[src/rtl/assert_macros.svh]
// Assertion macros used by the RTL of the timer pool.
`ifndef ASSERT_MACROS_SVH
`define ASSERT_MACROS_SVH

// Property checked at every rising clock edge, off while reset is asserted.
`define PTP_ASSERT(lbl, clk, rst_n, prop) \
  lbl: assert property (@(posedge clk) disable iff (!rst_n) prop) \
    else $error("timer pool assertion failed");

// Condition that must never hold.
`define PTP_ASSERT_NEVER(lbl, clk, rst_n, expr) \
  `PTP_ASSERT(lbl, clk, rst_n, !(expr))

`endif

[src/rtl/ptp_pkg.sv]
// Types and constants of the periodic timer pool.
package ptp_pkg;

  localparam int SLOTS       = 8;
  localparam int MAX_RESULTS = 8;
  localparam int IDX_W       = (SLOTS > 1) ? $clog2(SLOTS) : 1;
  localparam int N_W         = $clog2(MAX_RESULTS + 1);

  localparam int CMD_W    = 3;
  localparam int SLOT_W   = 3;
  localparam int PERIOD_W = 31;
  localparam int TAG_W    = 16;
  localparam int CNT_W    = 32;
  localparam int STATUS_W = 2;

  typedef enum logic [CMD_W-1:0] {
    CMD_CREATE      = 3'd0,
    CMD_SET_PER     = 3'd1,
    CMD_SET_PER_TAG = 3'd2,
    CMD_FREE        = 3'd3,
    CMD_TICK        = 3'd4
  } cmd_e;

  typedef enum logic [STATUS_W-1:0] {
    ST_OK       = 2'd0,
    ST_NO_FREE  = 2'd1,
    ST_ZERO_PER = 2'd2,
    ST_BAD_SLOT = 2'd3
  } status_e;

  typedef enum logic {
    KIND_REPLY  = 1'b0,
    KIND_EXPIRY = 1'b1
  } kind_e;

  // token walking down the cell chain
  typedef struct packed {
    logic valid;
    logic tick;     // 1: tick walk, 0: create search
    logic claimed;  // create: a slot upstream was already taken
  } tok_t;

  // direct write bus, also carries create operands during a walk
  typedef struct packed {
    logic                en;
    cmd_e                op;
    logic [PERIOD_W-1:0] period;
    logic [TAG_W-1:0]    tag;
  } wr_t;

  // event from the cell that holds the token
  typedef struct packed {
    logic             hit;
    logic [TAG_W-1:0] tag;
  } ev_t;

endpackage

[src/rtl/periodic_timer_pool.sv]
// Periodic timer pool: a chain of SLOTS timer cells that a create search or a tick walks one
// slot per clock while the result side does not stall the chain. Set period, set period and
// tag, and free answer with one reply; create and tick walk the token through every cell in
// turn and then flush it out of the last. A create answers with one reply, a tick with one
// expiry item per expired slot in ascending slot order (at most MAX_RESULTS), the last item
// carrying tlast. A tick with no expiry and command codes 5 to 7 produce no item. A new item
// is taken once the walk is done and the output register is free.
module periodic_timer_pool (
  input  logic        clk_i,
  input  logic        rst_ni,
  input  logic        s_axis_tvalid,
  output logic        s_axis_tready,
  // command[2:0], slot[5:3], period[36:6], tag[52:37], zero fill[55:53]
  input  logic [55:0] s_axis_tdata,
  output logic        m_axis_tvalid,
  input  logic        m_axis_tready,
  // status[1:0], slot_out[4:2], tag_out[20:5], zero fill[23:21]
  output logic [23:0] m_axis_tdata,
  // kind
  output logic        m_axis_tuser,
  output logic        m_axis_tlast
);
  import ptp_pkg::*;

  typedef enum logic [2:0] {
    S_IDLE  = 3'b001,
    S_WALK  = 3'b010,
    S_FLUSH = 3'b100
  } state_e;

  state_e              state_q, state_d;
  logic [IDX_W-1:0]    idx_q, idx_d;
  logic [N_W-1:0]      n_q, n_d;
  logic                tick_q, tick_d;
  logic [PERIOD_W-1:0] per_q, per_d;
  logic [TAG_W-1:0]    tagin_q, tagin_d;

  logic                pend_q, pend_d;
  logic [SLOT_W-1:0]   pend_slot_q, pend_slot_d;
  logic [TAG_W-1:0]    pend_tag_q, pend_tag_d;

  logic                out_valid_q, out_valid_d;
  kind_e               out_kind_q, out_kind_d;
  status_e             out_status_q, out_status_d;
  logic [SLOT_W-1:0]   out_slot_q, out_slot_d;
  logic [TAG_W-1:0]    out_tag_q, out_tag_d;
  logic                out_last_q, out_last_d;

  cmd_e                in_cmd;
  logic [SLOT_W-1:0]   in_slot;
  logic [PERIOD_W-1:0] in_period;
  logic [TAG_W-1:0]    in_tag;
  logic                in_acc;
  logic                out_free;
  logic                slot_ok;
  logic                wr_en;
  logic                step;
  logic                hit_acc;

  tok_t                tok_c [SLOTS+1];
  ev_t                 ev_c  [SLOTS];
  logic [SLOTS-1:0]    sel;
  logic [SLOTS:0]      tok_v;
  wr_t                 wr;
  logic                ev_hit;
  logic [TAG_W-1:0]    ev_tag;

  assign in_cmd    = cmd_e'(s_axis_tdata[2:0]);
  assign in_slot   = s_axis_tdata[5:3];
  assign in_period = s_axis_tdata[36:6];
  assign in_tag    = s_axis_tdata[52:37];

  assign out_free      = !out_valid_q || m_axis_tready;
  assign s_axis_tready = (state_q == S_IDLE) && out_free;
  assign in_acc        = s_axis_tvalid && s_axis_tready;
  assign slot_ok       = 32'(in_slot) < SLOTS;

  assign wr.en     = wr_en;
  assign wr.op     = in_cmd;
  assign wr.period = (state_q == S_IDLE) ? in_period : per_q;
  assign wr.tag    = (state_q == S_IDLE) ? in_tag : tagin_q;

  assign tok_c[0].valid   = (state_q == S_WALK) && (idx_q == '0);
  assign tok_c[0].tick    = tick_q;
  assign tok_c[0].claimed = 1'b0;

  for (genvar i = 0; i < SLOTS; i++) begin : g_cell
    assign sel[i] = (32'(in_slot) == i);
    ptp_cell u_cell (
      .clk_i,
      .rst_ni,
      .step_i (step),
      .sel_i  (sel[i]),
      .wr_i   (wr),
      .tok_i  (tok_c[i]),
      .tok_o  (tok_c[i+1]),
      .ev_o   (ev_c[i])
    );
  end

  for (genvar i = 0; i <= SLOTS; i++) begin : g_tokv
    assign tok_v[i] = tok_c[i].valid;
  end

  // only the cell holding the token can raise a hit
  always_comb begin
    ev_hit = 1'b0;
    ev_tag = '0;
    for (int i = 0; i < SLOTS; i++) begin
      ev_hit = ev_hit | ev_c[i].hit;
      ev_tag = ev_tag | (ev_c[i].hit ? ev_c[i].tag : '0);
    end
  end

  assign hit_acc = ev_hit && (!tick_q || (n_q < N_W'(MAX_RESULTS)));

  always_comb begin
    state_d      = state_q;
    idx_d        = idx_q;
    n_d          = n_q;
    tick_d       = tick_q;
    per_d        = per_q;
    tagin_d      = tagin_q;
    pend_d       = pend_q;
    pend_slot_d  = pend_slot_q;
    pend_tag_d   = pend_tag_q;
    out_valid_d  = out_valid_q && !m_axis_tready;
    out_kind_d   = out_kind_q;
    out_status_d = out_status_q;
    out_slot_d   = out_slot_q;
    out_tag_d    = out_tag_q;
    out_last_d   = out_last_q;
    wr_en        = 1'b0;
    step         = 1'b0;

    unique case (state_q)
      S_IDLE: begin
        if (in_acc) begin
          case (in_cmd)
            CMD_CREATE: begin
              if (in_period == '0) begin
                out_valid_d  = 1'b1;
                out_kind_d   = KIND_REPLY;
                out_status_d = ST_ZERO_PER;
                out_slot_d   = '0;
                out_tag_d    = '0;
                out_last_d   = 1'b1;
              end else begin
                state_d = S_WALK;
                idx_d   = '0;
                n_d     = '0;
                tick_d  = 1'b0;
                per_d   = in_period;
                tagin_d = in_tag;
              end
            end
            CMD_SET_PER, CMD_SET_PER_TAG, CMD_FREE: begin
              wr_en        = slot_ok;
              out_valid_d  = 1'b1;
              out_kind_d   = KIND_REPLY;
              out_status_d = slot_ok ? ST_OK : ST_BAD_SLOT;
              out_slot_d   = in_slot;
              out_tag_d    = '0;
              out_last_d   = 1'b1;
            end
            CMD_TICK: begin
              state_d = S_WALK;
              idx_d   = '0;
              n_d     = '0;
              tick_d  = 1'b1;
            end
            default: ;
          endcase
        end
      end
      S_WALK: begin
        // hold the chain while a new hit would need the blocked output register
        step = !(hit_acc && pend_q && !out_free);
        if (step) begin
          if (hit_acc) begin
            if (pend_q) begin
              out_valid_d  = 1'b1;
              out_kind_d   = tick_q ? KIND_EXPIRY : KIND_REPLY;
              out_status_d = ST_OK;
              out_slot_d   = pend_slot_q;
              out_tag_d    = pend_tag_q;
              out_last_d   = 1'b0;
            end
            pend_d      = 1'b1;
            pend_slot_d = SLOT_W'(idx_q);
            pend_tag_d  = tick_q ? ev_tag : '0;
            n_d         = n_q + N_W'(1);
          end
          idx_d = idx_q + IDX_W'(1);
          if (idx_q == IDX_W'(SLOTS - 1)) begin
            idx_d   = '0;
            state_d = S_FLUSH;
          end
        end
      end
      S_FLUSH: begin
        // one more step moves the token out of the last cell
        step = 1'b1;
        if (out_free) begin
          if (pend_q) begin
            out_valid_d  = 1'b1;
            out_kind_d   = tick_q ? KIND_EXPIRY : KIND_REPLY;
            out_status_d = ST_OK;
            out_slot_d   = pend_slot_q;
            out_tag_d    = pend_tag_q;
            out_last_d   = 1'b1;
          end else if (!tick_q) begin
            out_valid_d  = 1'b1;
            out_kind_d   = KIND_REPLY;
            out_status_d = ST_NO_FREE;
            out_slot_d   = '0;
            out_tag_d    = '0;
            out_last_d   = 1'b1;
          end
          pend_d  = 1'b0;
          state_d = S_IDLE;
        end
      end
      default: state_d = S_IDLE;
    endcase
  end

  always_ff @(posedge clk_i or negedge rst_ni) begin
    if (!rst_ni) begin
      state_q     <= S_IDLE;
      idx_q       <= '0;
      n_q         <= '0;
      tick_q      <= 1'b0;
      pend_q      <= 1'b0;
      out_valid_q <= 1'b0;
    end else begin
      state_q     <= state_d;
      idx_q       <= idx_d;
      n_q         <= n_d;
      tick_q      <= tick_d;
      pend_q      <= pend_d;
      out_valid_q <= out_valid_d;
    end
  end

  always_ff @(posedge clk_i) begin
    per_q        <= per_d;
    tagin_q      <= tagin_d;
    pend_slot_q  <= pend_slot_d;
    pend_tag_q   <= pend_tag_d;
    out_kind_q   <= out_kind_d;
    out_status_q <= out_status_d;
    out_slot_q   <= out_slot_d;
    out_tag_q    <= out_tag_d;
    out_last_q   <= out_last_d;
  end

  assign m_axis_tvalid = out_valid_q;
  assign m_axis_tdata  = {3'b000, out_tag_q, out_slot_q, out_status_q};
  assign m_axis_tuser  = out_kind_q;
  assign m_axis_tlast  = out_last_q;

  `include "assert_macros.svh"

  `PTP_ASSERT(a_tok_onehot, clk_i, rst_ni, $onehot0(tok_v))
  `PTP_ASSERT(a_idle_no_pend, clk_i, rst_ni, (state_q == S_IDLE) |-> !pend_q)
  `PTP_ASSERT_NEVER(a_res_cap, clk_i, rst_ni, n_q > N_W'(MAX_RESULTS))
  `PTP_ASSERT(a_walk_tok, clk_i, rst_ni, (state_q == S_WALK) |-> tok_v[idx_q])

endmodule

[src/rtl/ptp_cell.sv]
// One timer slot: state, countdown and the token stage of the chain.
module ptp_cell (
  input  logic          clk_i,
  input  logic          rst_ni,
  input  logic          step_i,
  input  logic          sel_i,
  input  ptp_pkg::wr_t  wr_i,
  input  ptp_pkg::tok_t tok_i,
  output ptp_pkg::tok_t tok_o,
  output ptp_pkg::ev_t  ev_o
);
  import ptp_pkg::*;

  logic                    active_q, active_d;
  logic [PERIOD_W-1:0]     reload_q, reload_d;
  logic signed [CNT_W-1:0] cnt_q, cnt_d, cnt_dec;
  logic [TAG_W-1:0]        tag_q, tag_d;
  tok_t                    tok_q, tok_d;
  logic                    expire;
  logic                    claim;

  assign cnt_dec = cnt_q - CNT_W'(1);
  assign expire  = tok_i.valid && tok_i.tick && active_q &&
                   (cnt_dec[CNT_W-1] || (cnt_dec == '0));
  assign claim   = tok_i.valid && !tok_i.tick && !active_q && !tok_i.claimed;

  always_comb begin
    active_d = active_q;
    reload_d = reload_q;
    cnt_d    = cnt_q;
    tag_d    = tag_q;
    tok_d    = tok_q;
    if (wr_i.en && sel_i) begin
      case (wr_i.op)
        CMD_SET_PER: begin
          reload_d = wr_i.period;
          cnt_d    = {1'b0, wr_i.period};
        end
        CMD_SET_PER_TAG: begin
          reload_d = wr_i.period;
          cnt_d    = {1'b0, wr_i.period};
          tag_d    = wr_i.tag;
          active_d = 1'b1;
        end
        CMD_FREE: active_d = 1'b0;
        default: ;
      endcase
    end
    if (step_i) begin
      tok_d = tok_i;
      if (tok_i.valid && tok_i.tick && active_q) begin
        cnt_d = expire ? {1'b0, reload_q} : cnt_dec;
      end
      if (claim) begin
        active_d      = 1'b1;
        reload_d      = wr_i.period;
        cnt_d         = {1'b0, wr_i.period};
        tag_d         = wr_i.tag;
        tok_d.claimed = 1'b1;
      end
    end
  end

  always_ff @(posedge clk_i or negedge rst_ni) begin
    if (!rst_ni) begin
      active_q <= 1'b0;
      tok_q    <= '0;
    end else begin
      active_q <= active_d;
      tok_q    <= tok_d;
    end
  end

  always_ff @(posedge clk_i) begin
    reload_q <= reload_d;
    cnt_q    <= cnt_d;
    tag_q    <= tag_d;
  end

  assign tok_o    = tok_q;
  assign ev_o.hit = expire || claim;
  assign ev_o.tag = tag_q;

endmodule
[config.mk]
export PLATFORM = sky130hd
export DESIGN_NAME = periodic_timer_pool
export DESIGN_NICKNAME = d
export VERILOG_FILES = /design/src/rtl/ptp_pkg.sv /design/src/rtl/periodic_timer_pool.sv /design/src/rtl/ptp_cell.sv
export VERILOG_INCLUDE_DIRS = /design/src /design/src/rtl
export SDC_FILE = /design/constraint.sdc
export NUM_CORES = 2
export LEC_CHECK = 0
export BUFFER_PORTS_ARGS = -buffer_cell sky130_fd_sc_hd__buf_2
export CORE_ASPECT_RATIO = 0.7
export CORE_MARGIN = 5
export CORE_UTILIZATION = 65
export DETAILED_ROUTE_END_ITERATION = 8
export PLACE_DENSITY = 0.82
export SLEW_MARGIN = 0
export SYNTH_ARGS = -nofsm -noshare
export SYNTH_HDL_FRONTEND = slang
export SYNTH_SLANG_ARGS = --single-unit
[constraint.sdc]
create_clock -name clk_i -period 14.87 [get_ports clk_i]
set_clock_uncertainty 0.1 [all_clocks]
set_input_delay 2.974 -clock clk_i [delete_from_list [all_inputs] [get_ports clk_i]]
set_output_delay 2.974 -clock clk_i [all_outputs]
set_load 0.01 [all_outputs]
# After elaboration in Yosys (flattened, before gate mapping)
# Index checks and enable logic that the tools add are counted.
[classes] n_eq_ne=27 n_reduce_logical=133 muxes=251 magnitude_cmp=1 bitwise_logic=16 add_sub_neg=10
[op_table] operator="2-to-1 mux 32 bit" n=48
[op_table] operator="2-to-1 mux 31 bit" n=33
[op_table] operator="2-to-1 mux 16 bit" n=49
[op_table] operator="logical NOT 32 bit" n=8
[op_table] operator="subtractor 32 x 2 -> 32 bit (second input constant)" n=8
[op_table] operator="bitwise OR 16 bit" n=7
[op_table] operator="2-to-1 mux 1 bit" n=63
[op_table] operator="logical AND 1 bit" n=62
[op_table] operator="2-to-1 mux 3 bit" n=17
[op_table] operator="case mux 16 bit (3 select lines)" n=1
[op_table] operator="case mux 16 bit (2 select lines)" n=1
[op_table] operator="logical NOT 31 bit" n=1
[op_table] operator="case mux 1 bit (2 select lines)" n=14
[op_table] operator="logical NOT 1 bit" n=27
[op_table] operator="case mux 3 bit (2 select lines)" n=4
[op_table] operator="== test 3 bit (second input constant)" n=7
[op_table] operator="logical OR 1 bit" n=18
[op_table] operator="case mux 3 bit (3 select lines)" n=2
[op_table] operator="2-to-1 mux 2 bit" n=8
[op_table] operator="2-to-1 mux 4 bit" n=4
[op_table] operator="case mux 4 bit (2 select lines)" n=2
[op_table] operator="== test 3 x 2 -> 1 bit (second input constant)" n=5
[op_table] operator="inequality test 2 bit (second input constant)" n=6
[op_table] operator="AND reduction 4 bit" n=3
[op_table] operator="21 further kinds" n=40
[totals] reg_bits=763 wordCells=506 in_bits=60 out_inout_bits=28

# Longest topological paths before layout
[depth] word_depth=19 depth_mapped=19 ltp_nobuf=13

# By module
# A second synthesis with hierarchy kept.
[hier_totals] hier_cells=3815 hier_area_um2=38134.1
[modules_own_cells] module="ptp_cell at g_cell[1].u_cell ..." area_each_um2=4042.6 cells_per_inst=415 seq_area_each_um2=1681.6 instances=6
[modules_own_cells] module="periodic_timer_pool" area_each_um2=5173.7 cells_per_inst=399 seq_area_each_um2=2999.1 instances=1
[modules_own_cells] module="ptp_cell at g_cell[7].u_cell" area_each_um2=4409.2 cells_per_inst=449 seq_area_each_um2=1681.6 instances=1
[modules_own_cells] module="ptp_cell at g_cell[0].u_cell" area_each_um2=4295.4 cells_per_inst=477 seq_area_each_um2=1681.6 instances=1

# Worst setup path after synthesis
# OpenSTA, ideal clock, no wires.
[synth_path] kind="input to output" start="input port m_axis_tready" end="output port s_axis_tready" slack_ns=8.411 required_time_ns=11.796 arrival_time_ns=3.385 stages=2 path_cell_list="nand2b_1 and2_1"
[synth_between] elab_chain_cells=2
[synth_lines] item="start: declaration" line_no="periodic_timer_pool.sv:16" source="input logic m_axis_tready,"
[synth_lines] item="logical OR 1 bit" line_no="periodic_timer_pool.sv:73" source="assign out_free = !out_valid_q || m_axis_tready;"
[synth_lines] item="logical AND 1 bit" line_no="periodic_timer_pool.sv:74" source="assign s_axis_tready = (state_q == S_IDLE) && out_free;"
[synth_lines] item="end: declaration" line_no="periodic_timer_pool.sv:12" source="output logic s_axis_tready,"
# No other way between the ends.

# Worst setup path in the final report
[layout_path] start="register g_cell[4].u_cell.cnt_q[0]" end="register g_cell[1].u_cell.cnt_q[17]"
[layout_between] elab_chain_cells=15
[layout_lines] item="start: declaration" line_no="ptp_cell.sv:16" source="logic signed [CNT_W-1:0] cnt_q, cnt_d, cnt_dec;"
[layout_lines] item="start signal: assignment" line_no="ptp_cell.sv:76" source="cnt_q <= cnt_d;"
[layout_lines] item="subtractor 32 x 2 -> 32 bit *" line_no="ptp_cell.sv:22" source="assign cnt_dec = cnt_q - CNT_W'(1);"
[layout_lines] item="logical NOT 32 bit" line_no="ptp_cell.sv:24" source="(cnt_dec[CNT_W-1] || (cnt_dec == '0));"
[layout_lines] item="logical OR 1 bit *" line_no="ptp_cell.sv:24"
[layout_lines] item="logical AND 1 bit *" line_no="ptp_cell.sv:23" source="assign expire = tok_i.valid && tok_i.tick && active_q &&"
[layout_lines] item="logical OR 1 bit *" line_no="ptp_cell.sv:81" source="assign ev_o.hit = expire || claim;"
[layout_lines] item="bitwise OR 1 bit * (4 in series)" line_no="periodic_timer_pool.sv:110" source="ev_hit = ev_hit | ev_c[i].hit;"
[layout_lines] item="logical AND 1 bit *" line_no="periodic_timer_pool.sv:115" source="assign hit_acc = ev_hit && (!tick_q || (n_q < N_W'(MAX_RESULTS)));"
[layout_lines] item="logical AND 1 bit * (2 in series)" line_no="periodic_timer_pool.sv:178" source="step = !(hit_acc && pend_q && !out_free);"
[layout_lines] item="logical NOT 1 bit *" line_no="periodic_timer_pool.sv:178"
[layout_lines] item="case mux 1 bit (2 select lines) *" line_no="periodic_timer_pool.sv:136" source="unique case (state_q)"
[layout_lines] item="2-to-1 mux 32 bit *" line_no="ptp_cell.sv:49" source="if (step_i) begin"
[layout_lines] item="via g_cell[1].u_cell.cnt_d[17]" line_no="ptp_cell.sv:16"
[layout_lines] item="end signal: assignment" line_no="ptp_cell.sv:76"
[layout_lines] item="end: declaration" line_no="ptp_cell.sv:16"
# Mark *: on every way through the listed nets, which the timed path passes. The rest lies on a longest branch.
# A chain may end at the register's enable or synchronous reset.

==> out/summary.log <==
qor: yosys.netlist-cell-type-count 93
qor: layout.post_route_cells_drive_above_1_share 16.49%
qor: pwr.ir_drop 95.04 µV
qor: routing.final_antenna_net_count 0
qor: yosys.mappedNetlistArea 41510 µm²
qor: critical_path.timing_worst_setup_path_type flop to flop
qor: timing.max_slew.worst_pin.slew 1335 ps
qor: clock_network.cts_tree yes
qor: layout.finalInstanceArea 44760 µm²
qor: yosys.synthMostInstantiatedCell dfxtp_1
qor: routing.detail_route.wl_per_cell 25.26 µm
qor: clock_network.ctsRootBufferMaster clkbuf_16
qor: timing.period_needed 6931 ps
qor: clock_network.cts_resized 0
qor: clock_network.cts_num_sinks 763
qor: critical_path.critical-path-max-stage-delay 1000 ps
qor: routing.remaining_drc_errors 1
qor: critical_path.r2r.worst_path.cells 13
qor: placement.gp_congestion 0.9955
qor: routing.drt-pass1-iter-count 9
qor: yosys.synthCells 4822
qor: clock_network.clkSlewWorstSetupHoldPaths 70 ps
qor: global_routing.gr-usage-all-layers 38.76%
qor: critical_path.critPathRequiredTime 15230 ps
qor: placement.placed_cell_area 42300 µm²
qor: global_routing.grt_first_pass_wirelength 212700 µm
qor: layout.fin_nets 4748
qor: placement.io_buffers 81
qor: routing.vias 39070
qor: yosys.synthesized_flop_and_latch_total 763
qor: yosys.post_synthesis_mean_instance_area 8.609 µm²
qor: pwr.p_per_area 134.6 nW/µm²
qor: pwr.pwr-share-seq 44.3%
qor: flow_run.maxCapViolations 0
qor: pwr.power.combinational.fraction 23.9%
qor: global_routing.first_global_vias 35390
qor: floorplan.die_height 221.4 µm
qor: layout.fill_cell_total_of_the_finished_layout 4827
qor: hold_path.hold_path_class flop to flop
qor: routing.first_iter_violations 6144
qor: run_status.run_status complete, but fails checks
qor: critical_path.crit_slowest_cell o41ai_1
qor: yosys.synth_area_leaders dfxtp_1 30%, mux2_2 8.3%, edfxtp_1 6.4%
qor: pwr.switching_share 33.61%
qor: timing.totalNegativeSetupSlack 0 ps
qor: clock_network.clock_tree.htree_level_count 3
qor: yosys.ys_top_cells_by_count 632 x dfxtp_1, 493 x nand2_1, 440 x nor2_1, 440 x o21ai_0, 314 x clkbuf_1
qor: pwr.leakage 16.65 nW
qor: timing.hold_violations 0
qor: layout.syn2layout_area_growth 7.815%
qor: critical_path.worst_path_most_repeated_cell nor4_1
qor: yosys.synth_enable_flop_cells 89
qor: floorplan.initial_core_util 65.69%
qor: pwr.pwr-share-clk 31.8%
qor: pwr.internal_power 4.001 mW
qor: critical_path.timing.critical_path.fanout_max 109
qor: clock_network.clock_insertion_delay_worst_skew 650 ps
qor: routing.avgViaCountPerCell 7.017
qor: clock_network.clockBufferDepth 3
qor: yosys.synth-async-reset-ratio 5.505%
qor: critical_path.worstPathCellList nor4_1 > nand3_1 > or3_1 > nor4_1 > xnor2_1 > o31ai_4 > o2bb2ai_1 > o41ai_1 > o211ai_4 > buf_12 > buf_4 > a21oi_2 > o21ai_0
qor: floorplan.num_io_pins 88
qor: yosys.yosys_warnings 0
qor: hold_path.hold_path_depth 2
qor: timing.max-slew-margin-rel 10.76%
qor: clock_network.cts_made_buffers 74
qor: routing.finalWirelength 140700 µm
qor: critical_path.critical_path.startpoint_type flop
qor: global_routing.grt_overflow_total 0
qor: clock_network.postCtsHoldBufs 0
qor: critical_path.worst-r2r-setup-slack 7940 ps
qor: clock_network.postCtsSetupBuffers 0
qor: yosys.synthDominantCellAreaShare 30.48%
qor: timing.max_freq 0.1443 GHz
qor: floorplan.dieArea 69100 µm²
qor: yosys.synthFlopType dfxtp_1
qor: floorplan.core_box_area 63200 µm²
qor: placement.dp.final_hpwl 88510 µm
qor: yosys.yosysSeqAreaShare 39.45%
qor: pwr.p_switching 2.025 mW
qor: timing.grt_setup_unrepaired no
qor: timing.finalSetupViolations 0
qor: floorplan.rows 77
qor: critical_path.cp_data_arrival_time 7300 ps
qor: run_status.violations_in_the_final_reports design-rule violations
qor: timing.maxSlewViolCount 0
qor: yosys.synth_top_cell_by_area dfxtp_1
qor: global_routing.antenna_found_initial 17
qor: global_routing.grt_max_degree 110
qor: floorplan.die_x 312.1 µm
qor: critical_path.end_kind flop
qor: timing.post-route-period-util 46.61%
-- through the flow --
step	setup WS (ps)	hold slack [ps]	power, mW	utilization [%]	cells
2_1_floorplan	8411	322.2	3.641	-	4824
3_3_place_gp	8108	331.3	4.020	66.94	5421
3_5_place_dp	8102	341.4	4.069	66.94	5421
4_1_cts	8100	354.6	5.958	70.78	5558
5_1_grt	7744	379.0	6.265	70.78	5558
6_report	7939	353.5	6.026	70.82	5568
-- critical path, delay by kind of cell, from the launching register on --
kind	cells	cell delay, ps
buffers and inverters	2	840
flip-flops	1	380
XOR/XNOR	1	210
AO/OA/AOI/OAI	6	2970
AND/OR/NAND/NOR	4	2160
-- cells by family after synthesis --
| family | share of synthesized area (%) |
|---|---|
| simple gates | 17.57 |
| compound gates | 20.23 |
| flops | 39.45 |
| mux | 13.06 |
| buf+inv | 4.687 |
| xor+xnor | 4.388 |
| fa+ha+maj | 0.6028 |
| other cells | 0.009033 |
-- power by group through the flow --
stage / logic, mW / clock network [mW] / registers [mW]
6_report: 1.44 / 1.92 / 2.67
5_1_grt: 1.55 / 2.01 / 2.70
4_1_cts: 1.39 / 1.91 / 2.66
3_5_place_dp: 1.37 / 0 / 2.69
3_3_place_gp: 1.34 / 0 / 2.68
2_1_floorplan: 1.08 / 0 / 2.56
-- routing by layer --
metal	track usage [%]	vias to the layer above	wire length, µm
met1	54.31	18470	55240
met3	13.06	492	21730
met2	53.59	2771	55430
li1	-	17330	-
met4	18.77	16	8148
met5	0	-	112
-- area by class of cell --
type | count | area [µm²] | area share, %
antenna | 10 | 25.02 | 0.05591
clock buffer | 103 | 2151 | 4.805
clock inverter | 34 | 277.8 | 0.6206
inverter | 52 | 195.2 | 0.4361
multi-input combinational | 3597 | 23530 | 52.58
sequential | 763 | 16380 | 36.59
tap | 829 | 1037 | 2.317
timing repair buffer | 180 | 1161 | 2.594
-- path summary, 6_finish.rpt --
check / start / to
worst max register to register: g_cell[4].u_cell.cnt_q[0]$_DFF_P_ / g_cell[1].u_cell.cnt_q[17]$_DFF_P_
max in group asynchronous: rst_ni / n_q[0]$_DFFE_PN0P_
worst min register to register: g_cell[7].u_cell.cnt_q[31]$_DFF_P_ / g_cell[7].u_cell.cnt_q[31]$_DFF_P_
worst min-delay path: g_cell[7].u_cell.cnt_q[31]$_DFF_P_ / g_cell[7].u_cell.cnt_q[31]$_DFF_P_
worst max-delay path: g_cell[4].u_cell.cnt_q[0]$_DFF_P_ / g_cell[1].u_cell.cnt_q[17]$_DFF_P_
min in group asynchronous: rst_ni / g_cell[0].u_cell.active_q$_DFF_PN0_
-- state kept, by name, indices dropped and copies added, names as in the netlist --
register and flops:
g_cell.u_cell.active_q 8, g_cell.u_cell.cnt_q 256, g_cell.u_cell.reload_q 248, g_cell.u_cell.tag_q 128
g_cell.u_cell.tok_o 21, idx_q 3, m_axis_tlast 1, m_axis_tuser 1
m_axis_tvalid 1, n_q 4, out_slot_q 3, out_status_q 2
out_tag_q 16, pend_q 1, pend_slot_q 3, pend_tag_q 16
per_q 31, state_q 3, tagin_q 16, tick_q 1
-- cell usage in the layout, fill, tap and decap left out, types with 19 or more instances in the layout --
cell type	instances
nand3b_1	20
mux2i_1	64
a22oi_1	23
mux2i_2	29
nor4b_1	19
xnor2_1	143
xor2_1	65
a211oi_1	106
mux2_2	306
a221oi_1	30
a21oi_1	302
or3_1	43
o21ai_0	440
inv_1	50
ha_1	20
o21ai_1	23
dfxtp_1	632
nand2b_1	50
dfrtp_1	41
or4_1	32
clkbuf_8	19
nand2_1	493
o22ai_1	215
buf_4	98
nor2_1	434
and2_1	30
nand4_1	45
nand3_1	56
a222oi_1	32
nor4_1	87
mux2_4	60
nor3_1	110
clkbuf_16	74
buf_2	81
edfxtp_1	89
(Power assumes the default switching activity.)
